## config.mk

```make
export PLATFORM = sky130hd
export DESIGN_NAME = json_string_unescaper_core
export DESIGN_NICKNAME = d
export VERILOG_FILES = /design/src/rtl/jsu_pkg.sv /design/src/rtl/jsu_step.sv /design/src/rtl/jsu_out_reg.sv /design/src/rtl/json_string_unescaper_core.sv
export SDC_FILE = /design/constraint.sdc
export NUM_CORES = 1
export LEC_CHECK = 0
export BUFFER_PORTS_ARGS = -buffer_cell sky130_fd_sc_hd__buf_2
export CORE_MARGIN = 3
export CORE_UTILIZATION = 61
export DETAILED_ROUTE_END_ITERATION = 16
export GPL_TIMING_DRIVEN = 0
export PLACE_DENSITY = 0.9
export SYNTH_ARGS = -nofsm -noshare
export SYNTH_HDL_FRONTEND = slang
export SYNTH_SLANG_ARGS = --single-unit
```

## constraint.sdc

```tcl
create_clock -name clk -period 7.05 [get_ports clk]
set_input_delay 1.7625 -clock clk [delete_from_list [all_inputs] [get_ports clk]]
set_output_delay 1.7625 -clock clk [all_outputs]
set_load 0.05 [all_outputs]
```

## src/rtl/jsu_pkg.sv

```systemverilog
// Package for the JSON string unescaper: state and result types, codes and
// the hex digit decoder. Used by every module of the block.
`default_nettype none

package jsu_pkg;

  // Decoder modes.
  localparam logic [1:0] MODE_NORMAL  = 2'd0;
  localparam logic [1:0] MODE_ESCAPE  = 2'd1;
  localparam logic [1:0] MODE_HEX     = 2'd2;
  localparam logic [1:0] MODE_DISCARD = 2'd3;

  // Result kinds.
  localparam logic [1:0] KIND_BYTE  = 2'd0;
  localparam logic [1:0] KIND_ERROR = 2'd1;
  localparam logic [1:0] KIND_END   = 2'd2;

  // Error codes.
  localparam logic [2:0] ERR_NONE       = 3'd0;
  localparam logic [2:0] ERR_ESCAPE     = 3'd1;
  localparam logic [2:0] ERR_INCOMPLETE = 3'd2;
  localparam logic [2:0] ERR_HEX        = 3'd3;
  localparam logic [2:0] ERR_RANGE      = 3'd4;

  // Characters of interest.
  localparam logic [7:0] CH_BSLASH = 8'h5c;
  localparam logic [7:0] CH_QUOTE  = 8'h22;
  localparam logic [7:0] CH_SLASH  = 8'h2f;
  localparam logic [7:0] CH_B      = 8'h62;
  localparam logic [7:0] CH_F      = 8'h66;
  localparam logic [7:0] CH_N      = 8'h6e;
  localparam logic [7:0] CH_R      = 8'h72;
  localparam logic [7:0] CH_T      = 8'h74;
  localparam logic [7:0] CH_U      = 8'h75;

  // Control codes produced by the short escapes.
  localparam logic [7:0] CTL_BS = 8'h08;
  localparam logic [7:0] CTL_FF = 8'h0c;
  localparam logic [7:0] CTL_LF = 8'h0a;
  localparam logic [7:0] CTL_CR = 8'h0d;
  localparam logic [7:0] CTL_HT = 8'h09;

  // Decoder state. Only the low 12 bits of the code point are kept while
  // digits arrive; the final digit is appended at the check.
  typedef struct packed {
    logic [1:0]  mode;
    logic [1:0]  seen;
    logic [11:0] accum;
    logic        bad;
  } jsu_state_t;

  localparam jsu_state_t STATE_RESET = '{mode: MODE_NORMAL, seen: 2'd0,
                                         accum: 12'd0, bad: 1'b0};

  // One result beat.
  typedef struct packed {
    logic       valid;
    logic [7:0] data;
    logic [1:0] kind;
    logic [2:0] err;
    logic       last;
  } jsu_result_t;

  // Returns {is_hex, value}.
  function automatic logic [4:0] hex_value(input logic [7:0] b);
    logic [4:0] r;
    r = 5'd0;
    if (b >= 8'h30 && b <= 8'h39) begin
      r = {1'b1, 4'(b - 8'h30)};
    end else if (b >= 8'h61 && b <= 8'h66) begin
      r = {1'b1, 4'(b - 8'h57)};
    end else if (b >= 8'h41 && b <= 8'h46) begin
      r = {1'b1, 4'(b - 8'h37)};
    end
    return r;
  endfunction

endpackage

`default_nettype wire

```

## src/rtl/jsu_step.sv

```systemverilog
// Combinational decode of one byte: next decoder state and the result beat.
// Depends on jsu_pkg.
`default_nettype none

module jsu_step (
  input  jsu_pkg::jsu_state_t  state,
  input  logic [7:0]           in_byte,
  input  logic                 in_last,
  output jsu_pkg::jsu_state_t  state_nxt,
  output jsu_pkg::jsu_result_t res
);
  import jsu_pkg::*;

  logic [4:0]  hv;
  logic [15:0] cp;

  assign hv = hex_value(in_byte);
  assign cp = {state.accum, hv[3:0]};

  always_comb begin
    state_nxt = state;
    res       = '{valid: 1'b0, data: 8'd0, kind: KIND_BYTE, err: ERR_NONE,
                  last: in_last};

    // Decide the result and the mode changes that hold no result.
    unique case (state.mode)
      MODE_NORMAL: begin
        if (in_byte == CH_BSLASH) begin
          if (in_last) begin
            res.valid = 1'b1;
            res.kind  = KIND_ERROR;
            res.err   = ERR_ESCAPE;
          end else begin
            state_nxt.mode = MODE_ESCAPE;
          end
        end else begin
          res.valid = 1'b1;
          res.data  = in_byte;
        end
      end
      MODE_ESCAPE: begin
        res.valid = 1'b1;
        unique case (in_byte)
          CH_QUOTE, CH_BSLASH, CH_SLASH: res.data = in_byte;
          CH_B: res.data = CTL_BS;
          CH_F: res.data = CTL_FF;
          CH_N: res.data = CTL_LF;
          CH_R: res.data = CTL_CR;
          CH_T: res.data = CTL_HT;
          CH_U: begin
            if (in_last) begin
              res.kind = KIND_ERROR;
              res.err  = ERR_INCOMPLETE;
            end else begin
              res.valid       = 1'b0;
              state_nxt.mode  = MODE_HEX;
              state_nxt.seen  = 2'd0;
              state_nxt.accum = 12'd0;
              state_nxt.bad   = 1'b0;
            end
          end
          default: begin
            res.kind = KIND_ERROR;
            res.err  = ERR_ESCAPE;
          end
        endcase
      end
      MODE_HEX: begin
        if (state.seen != 2'd3) begin
          // Collect one more digit; a bad one is reported at the fourth, unless the string ends first.
          state_nxt.bad   = state.bad | ~hv[4];
          state_nxt.accum = cp[11:0];
          state_nxt.seen  = state.seen + 2'd1;
          if (in_last) begin
            res.valid = 1'b1;
            res.kind  = KIND_ERROR;
            res.err   = ERR_INCOMPLETE;
          end
        end else begin
          res.valid = 1'b1;
          if (state.bad || !hv[4]) begin
            res.kind = KIND_ERROR;
            res.err  = ERR_HEX;
          end else if (cp[15:7] != 9'd0) begin
            res.kind = KIND_ERROR;
            res.err  = ERR_RANGE;
          end else begin
            res.data = cp[7:0];
          end
        end
      end
      MODE_DISCARD: begin
        if (in_last) begin
          res.valid = 1'b1;
          res.kind  = KIND_END;
        end
      end
      default: ;
    endcase

    // Every result picks the following mode; the final byte clears all.
    if (res.valid) begin
      if (in_last) begin
        state_nxt = STATE_RESET;
      end else if (res.kind == KIND_ERROR) begin
        state_nxt.mode = MODE_DISCARD;
      end else begin
        state_nxt.mode = MODE_NORMAL;
      end
    end
  end

endmodule

`default_nettype wire

```

## src/rtl/jsu_out_reg.sv

```systemverilog
// Output register of the result channel: holds one beat until it is taken.
// Depends on jsu_pkg.
`default_nettype none

module jsu_out_reg (
  input  logic                 clk,
  input  logic                 rst_n,
  input  logic                 load,
  input  jsu_pkg::jsu_result_t res,
  output logic                 free,
  output logic                 out_tvalid,
  input  logic                 out_tready,
  output logic [7:0]           out_tdata,   // out_byte
  output logic [4:0]           out_tuser,   // kind [1:0], error_code [4:2]
  output logic                 out_tlast
);
  import jsu_pkg::*;

  logic       valid_r;
  logic [7:0] data_r;
  logic [1:0] kind_r;
  logic [2:0] err_r;
  logic       last_r;

  // The slot is free when empty or when its beat leaves this cycle.
  assign free = !valid_r || out_tready;

  // Valid flag.
  always_ff @(posedge clk) begin
    if (!rst_n) begin
      valid_r <= 1'b0;
    end else if (free) begin
      valid_r <= load;
    end
  end

  // Payload.
  always_ff @(posedge clk) begin
    if (free && load) begin
      data_r <= res.data;
      kind_r <= res.kind;
      err_r  <= res.err;
      last_r <= res.last;
    end
  end

  assign out_tvalid = valid_r;
  assign out_tdata  = data_r;
  assign out_tuser  = {err_r, kind_r};
  assign out_tlast  = last_r;

endmodule

`default_nettype wire

```

## src/rtl/json_string_unescaper_core.sv

```systemverilog
// Top level of the JSON string unescaper: input register, decoder state and
// the output register. Depends on jsu_pkg, jsu_step and jsu_out_reg.
//
// Usage:
//   The input channel carries the escaped body of a JSON string, one byte a
//   beat in in_tdata, with in_tlast on the final byte. The result channel
//   carries at most one beat per input byte: out_tdata is the decoded byte,
//   out_tuser holds the kind (byte, error, end marker) and the error code,
//   and out_tlast marks the beat caused by the final input byte. Escape
//   prefixes, the first three digits of a unicode escape and bytes discarded
//   after an error give no beat; the final byte always gives one. The byte
//   waits in the input register after its handshake; its result then enters
//   the output register, which drives out_tvalid, when that slot is free.
//   Throughput is one byte per cycle unless the receiver stalls; the state
//   update is a single level of logic between the input and state registers.
//   When the receiver stalls, the output register holds its beat, the input
//   register holds the next byte, and in_tready drops; bytes that give no
//   result still move on. A synchronous active-low reset empties both
//   registers and returns the decoder to normal mode.
`default_nettype none

module json_string_unescaper_core (
  input  logic       clk,
  input  logic       rst_n,
  input  logic       in_tvalid,
  output logic       in_tready,
  input  logic [7:0] in_tdata,    // in_byte
  input  logic       in_tlast,
  output logic       out_tvalid,
  input  logic       out_tready,
  output logic [7:0] out_tdata,   // out_byte
  output logic [4:0] out_tuser,   // kind [1:0], error_code [4:2]
  output logic       out_tlast
);
  import jsu_pkg::*;

  logic        in_vld_r;
  logic [7:0]  in_byte_r;
  logic        in_last_r;
  jsu_state_t  state_r;
  jsu_state_t  state_nxt;
  jsu_result_t res;
  logic        out_free;
  logic        advance;

  // The registered byte moves on when its result has a free slot or it gives no result.
  assign advance   = in_vld_r && (out_free || !res.valid);
  assign in_tready = !in_vld_r || advance;

  // Input register.
  always_ff @(posedge clk) begin
    if (!rst_n) begin
      in_vld_r <= 1'b0;
    end else if (in_tready) begin
      in_vld_r <= in_tvalid;
    end
  end

  always_ff @(posedge clk) begin
    if (in_tready && in_tvalid) begin
      in_byte_r <= in_tdata;
      in_last_r <= in_tlast;
    end
  end

  // Decoder state.
  always_ff @(posedge clk) begin
    if (!rst_n) begin
      state_r <= STATE_RESET;
    end else if (advance) begin
      state_r <= state_nxt;
    end
  end

  jsu_step u_step (
    .state     (state_r),
    .in_byte   (in_byte_r),
    .in_last   (in_last_r),
    .state_nxt (state_nxt),
    .res       (res)
  );

  jsu_out_reg u_out (
    .clk        (clk),
    .rst_n      (rst_n),
    .load       (advance && res.valid),
    .res        (res),
    .free       (out_free),
    .out_tvalid (out_tvalid),
    .out_tready (out_tready),
    .out_tdata  (out_tdata),
    .out_tuser  (out_tuser),
    .out_tlast  (out_tlast)
  );

endmodule

`default_nettype wire

```

* Word level (Yosys, flattened, before mapping)
Cells that the tools add are included.
Storage, ports and cells: output and inout bits 16, logic and storage cells 98, register bits 42, input port bits 13
Cells by class: add/subtract/negate cells 4, reductions and logical operators 21, bitwise gates (word level) 2, mux-type cells 35, magnitude comparators 6, equal/unequal tests 18
Operators with widths (number):
- == test 8 x 7 -> 1 bit, second input constant | 7
- two-way mux 17 bit | 3
- one-hot mux 8 bit (6 select lines) | 1
- two-way mux 8 bit | 4
- two-way mux 15 bit | 2
- one-hot mux 15 bit (2 select lines) | 1
- two-way mux 5 bit | 5
- one-hot mux 8 bit (3 select lines) | 1
- == test 8 x 6 -> 1 bit, second input constant | 2
- >= comparator 8 x 7 -> 1 bit, second input constant | 2
- less-or-equal comparator 8 x 7 -> 1 bit, second input constant | 2
- two-way mux 4 bit | 4
- two-way mux 2 bit | 5
- one-hot mux 5 bit (2 select lines) | 1
- inequality test 3 bit, second input constant | 3
- one-hot mux 3 bit (3 select lines) | 1
- nonzero test 9 bit | 1
- >= comparator 8 x 6 -> 1 bit, second input constant | 1
- less-or-equal comparator 8 x 6 -> 1 bit, second input constant | 1
- one-hot mux 2 bit (4 select lines) | 1
- OR reduction 8 bit | 1
- subtractor 4 x 3 -> 4 bit, second input constant | 2
- logical AND 1 bit | 7
- AND reduction 6 bit | 1
- 16 further kinds | 27

* Depth between registers and ports, before layout
word-level depth 14, mapped depth 10, gate-level depth less buffers 8

* By module
A second synthesis with hierarchy kept.
Second synthesis, totals: cell total of the unflattened synthesis 281, area, all modules 2553.7 µm²
Modules (own cells, without submodules):
- jsu_step | sequential area each 0.0 µm², area each 1051.0 µm², cells an instance 171, instances 1
- json_string_unescaper_core | sequential area each 630.6 µm², area each 1024.7 µm², cells an instance 91, instances 1
- jsu_out_reg | sequential area each 440.4 µm², area each 478.0 µm², cells an instance 19, instances 1

* Worst setup path after synthesis
No wires, ideal clock.
path type input port to output port, start point in out_tready, end point out in_tready, slack 2.887 ns, path buffers 0, stages on the path 2, data arrival time 2.400 ns, cells stage by stage nor2b_1 nand3_1
Between the ends: longest elaborated chain between the ends 4
RTL lines:
- start, declared | line json_string_unescaper_core.sv:30 | input logic out_tready,
- logical OR 1 bit | line jsu_out_reg.sv:26 | assign free = !valid_r || out_tready;
- logical OR 1 bit | line json_string_unescaper_core.sv:47 | assign advance = in_vld_r && (out_free || !res.valid);
- logical AND 1 bit | line json_string_unescaper_core.sv:47
- logical OR 1 bit | line json_string_unescaper_core.sv:48 | assign in_tready = !in_vld_r || advance;
- end, declared | line json_string_unescaper_core.sv:26 | output logic in_tready,
No other way between the ends.

* Worst setup path in the final report
start point reg in_byte_r[0], end point out in_tready
Between the ends: longest elaborated chain between the ends 7
RTL lines:
- start, declared | line json_string_unescaper_core.sv:38 | logic [7:0] in_byte_r;
- start signal, assigned | line json_string_unescaper_core.sv:61 | in_byte_r <= in_tdata;
- == test 8 x 7 -> 1 bit (on tied branches) | line jsu_step.sv:43, jsu_step.sv:28
- two-way mux 1 bit (on tied branches) | line jsu_step.sv:43, jsu_step.sv:28
- one-hot mux 1 bit (4 select lines) * | line jsu_step.sv:26 | unique case (state.mode)
- zero test 1 bit * | line json_string_unescaper_core.sv:47
- logical OR 1 bit * | line json_string_unescaper_core.sv:47
- logical AND 1 bit * | line json_string_unescaper_core.sv:47
- logical OR 1 bit * | line json_string_unescaper_core.sv:48
Mark *: on every way between the ends. The rest lies on a longest branch, timed or not.

==> flow_summary_export.csv <==
group,metric,value,unit
global_route,grt-busiest-layer,"met2",
sta,slew_headroom,0.4183,
place,dp_hpwl,3387,um
final_layout,drive_gt1_frac,0.1783,
synth,synth_ff_type,"edfxtp_1",
worst_hold_path,hp-start,"state_r[12]",
sta,hold_viol,0,
sta,clock.fmax,0.2365,GHz
sta,period_share,0.5997,
synth,synth_nets,243,
synth,yosysUniqueCellTypes,49,
detailed_routing,vias,1931,
setup_path,required,5290,ps
floorplan,start_util,0.6527,
final_layout,area.growth.synth_to_final,11.62,%
setup_path,crit_buf_inv,3,
worst_hold_path,holdCritPathClass,"reg -> reg",
synth,synthTopCellsByArea,"edfxtp_1 31%, dfxtp_1 17%, a22o_1 5.5%",
place,gp_congestion,0.9494,
setup_path,crit_top_cell,"nand3_1",
setup_path,critPathKind,"reg -> out",
detailed_routing,first_pass_iters,5,
detailed_routing,drtIter0Drc,190,
floorplan,core-area,3416,um2
sta,rsz0062_at_grt,"false",
final_layout,nNetsFinal,278,
run,cap_violations,0,
worst_hold_path,hold-path-endpoint,"state_r[12]",
detailed_routing,wl_per_cell,15.05,um
synth,synth_top_area_frac,0.3098,
place,io_buffers,28,
setup_path,slowest_stage,"edfxtp_1",
cts,clk_pin_slew_worst_paths,130,ps
place,dp_slack,2836,ps
setup_path,worstPathCellList,"inv_1, ha_1, and4b_1, clkbuf_1, nand3_1, o21a_1, nand3_1, buf_2",
synth,yosysSeqAreaShare,0.4804,
cts,clock_path_buffers,2,
floorplan,rows,21,
floorplan,die_width,66.46,um
sta,max_slew.worst_pin.slew,868.5,ps
cts,cts_hold_buf,0,
setup_path,critical-path-top-delay-family,"buffers and inverters",
synth,syn-mean-instance-area,10.04,um2
sta,period_minus_slack,4228,ps
synth,synth_commonest_cells,"23 x edfxtp_1, 21 x nand2_1, 19 x dfxtp_1",
global_route,grt_max_degree,16,
synth,yosysTopAreaCell,"edfxtp_1",
floorplan,io_pins,29,
global_route,use_met2,0.3247,
sta,fin_skew,15.74,ps
cts,cts_tree,"done",
setup_path,worst-path-max-fanout,6,
setup_path,end_kind,"output port",
sta,slew_viol_final,0,
final_layout,antenna_cells,0,
global_route,grt_pass1_vias,1695,
setup_path,cp_slowest_stage_delay,510,ps
setup_path,r2r_end,"u_out.out_tdata[0]",
detailed_routing,post_drt_via_cell_ratio,6.352,
detailed_routing,ant_nets,0,
global_route,grt_antenna_before_repair,0,
cts,cts-buffers-inserted,5,
setup_path,reg2reg_depth,8,
synth,synth_edf_count,23,
floorplan,dieArea,4416,um2
sta,worst_slack,2822,ps
pwr,ir_drop,0.1221,mV
synth,async_flop_share,0,
cts,clock_sinks,42,
setup_path,regToRegStartpoint,"in_byte_r[0]",
setup_path,critPathLaunchType,"flip-flop",
cts,post-cts-setup-buffer-count,0,
detailed_routing,remaining_drc_errors,0,
global_route,gr-usage-met1,0.3090,
synth,synth_seq_cells,42,
cts,cts_max_level,2,
sta,setup_violations,0,
setup_path,worst-r2r-setup-slack,4030,ps
global_route,grt_overflow,0,
cts,cts.repair.resized,0,
synth,syn_inst,222,
synth,synth_area,2230,um2
setup_path,arrival,2470,ps
synth,ys_warn_count,0,
cts,root_buffer,"clkbuf_4",
detailed_routing,routed_wl,4576,um
run_status,outcome,"complete, no violations",
synth,yosysMostFrequentCell,"edfxtp_1",
global_route,met3_usage,0.04890,
setup_path,cp.depth,8,
worst_hold_path,hold_depth,1,
global_route,grtUsageTotal,0.2257,
floorplan,die_h,66.46,um
global_route,grt_pass1_wl,7514,um
pwr,p_per_area,197.3,nW/um2
pwr,leakage,0.9563,nW
cts,clk-insertion-delay-late,370,ps
sta,fin_tns_setup,0,ps
[metrics by stage]
stage / hold WS, ps / power (mW) / cells / util / cell area, um2
2_1_floorplan: 442.9 / 0.3514 / 222 / - / 2230
3_3_place_gp: 460.8 / 0.3714 / 296 / 0.7106 / 2427
3_5_place_dp: 463.5 / 0.3734 / 296 / 0.7106 / 2427
4_1_cts: 494.4 / 0.4922 / 304 / 0.7286 / 2489
5_1_grt: 511.8 / 0.5132 / 304 / 0.7286 / 2489
6_report: 495.0 / 0.4910 / 304 / 0.7286 / 2489
[report_power, final]
group          total (mW)  switching [mW]  internal, mW
logic              0.0902          0.0621        0.0281
clock network       0.122          0.0819        0.0399
registers           0.279         0.00794         0.271
[worst reg2reg max path, delay by kind of cell (launching register included)]
| family | cells | cell delay [ps] |
|---|---|---|
| buf+inv | 1 | 180 |
| simple gates | 2 | 700 |
| fa+ha+maj | 1 | 240 |
| flops | 1 | 510 |
| compound gates | 4 | 1220 |
[cell type report]
type                    count  area [um2]
multi-input cells         162        1089
flip-flops and latches     42        1071
fillers                   273       927.1
repair buffers             28       140.1
well taps                  46       57.56
plain buffers              10       40.04
clock buffers               5       37.54
inverters                   8       30.03
clock inverters             3       23.77
[metal layers]
metal,part of all wire,wire length [um]
met5,0,0
met4,0.029,131
met3,0.10,477
met2,0.42,1936
met1,0.44,2031
[worst max-delay path by stage]
stage / from / end / slack (ps)
after global routing: in_byte_r[0] / in_tready / 2690
after floorplan: out_tready / in_tready / 2890
after detailed placement: out_tready / in_tready / 2840
final: in_byte_r[0] / in_tready / 2820
after CTS: out_tready / in_tready / 2830
after global placement: out_tready / in_tready / 2840
[flip-flops by register name, summed over array words and instances, names as in the netlist]
register,count
u_out.out_tlast,1
u_out.out_tdata,8
in_vld_r,1
u_out.kind_r,2
in_last_r,1
in_byte_r,8
state_r,17
u_out.err_r,3
u_out.out_tvalid,1
[placed cells by master, fill, tap and decap left out, drive strengths merged, types with 2 or more instances in the layout]
master | netlist | layout
buf | 2 | 30
clkbuf | 8 | 13
inv | 8 | 9
clkinvlp | 0 | 2
and4bb | 2 | 2
a22oi | 5 | 5
a21o | 3 | 3
a22o | 14 | 14
and4b | 3 | 3
and2 | 3 | 3
ha | 8 | 8
nor4 | 3 | 3
nor3b | 3 | 3
o21ai | 8 | 8
a21oi | 15 | 15
edfxtp | 23 | 23
a21boi | 2 | 2
a31oi | 7 | 7
nor2 | 13 | 13
nand3 | 8 | 8
nand4 | 4 | 4
nor3 | 5 | 5
o21bai | 2 | 2
nor2b | 4 | 4
nand2 | 21 | 21
o211ai | 3 | 3
and3 | 4 | 4
nand2b | 3 | 3
o21a | 2 | 2
dfxtp | 19 | 19
[cell families (layout without fill, tap and decap cells)]
logic type,after synthesis,after routing,synth area share
and+or+nand+nor,81,81,0.2076
AOI/OAI and AO/OA,71,71,0.2261
DFF,42,42,0.4804
buffers and inverters,18,54,0.03143
adders and majority gates,8,8,0.04490
muxes,2,2,0.009540
Power figures use the tool's default switching activity.
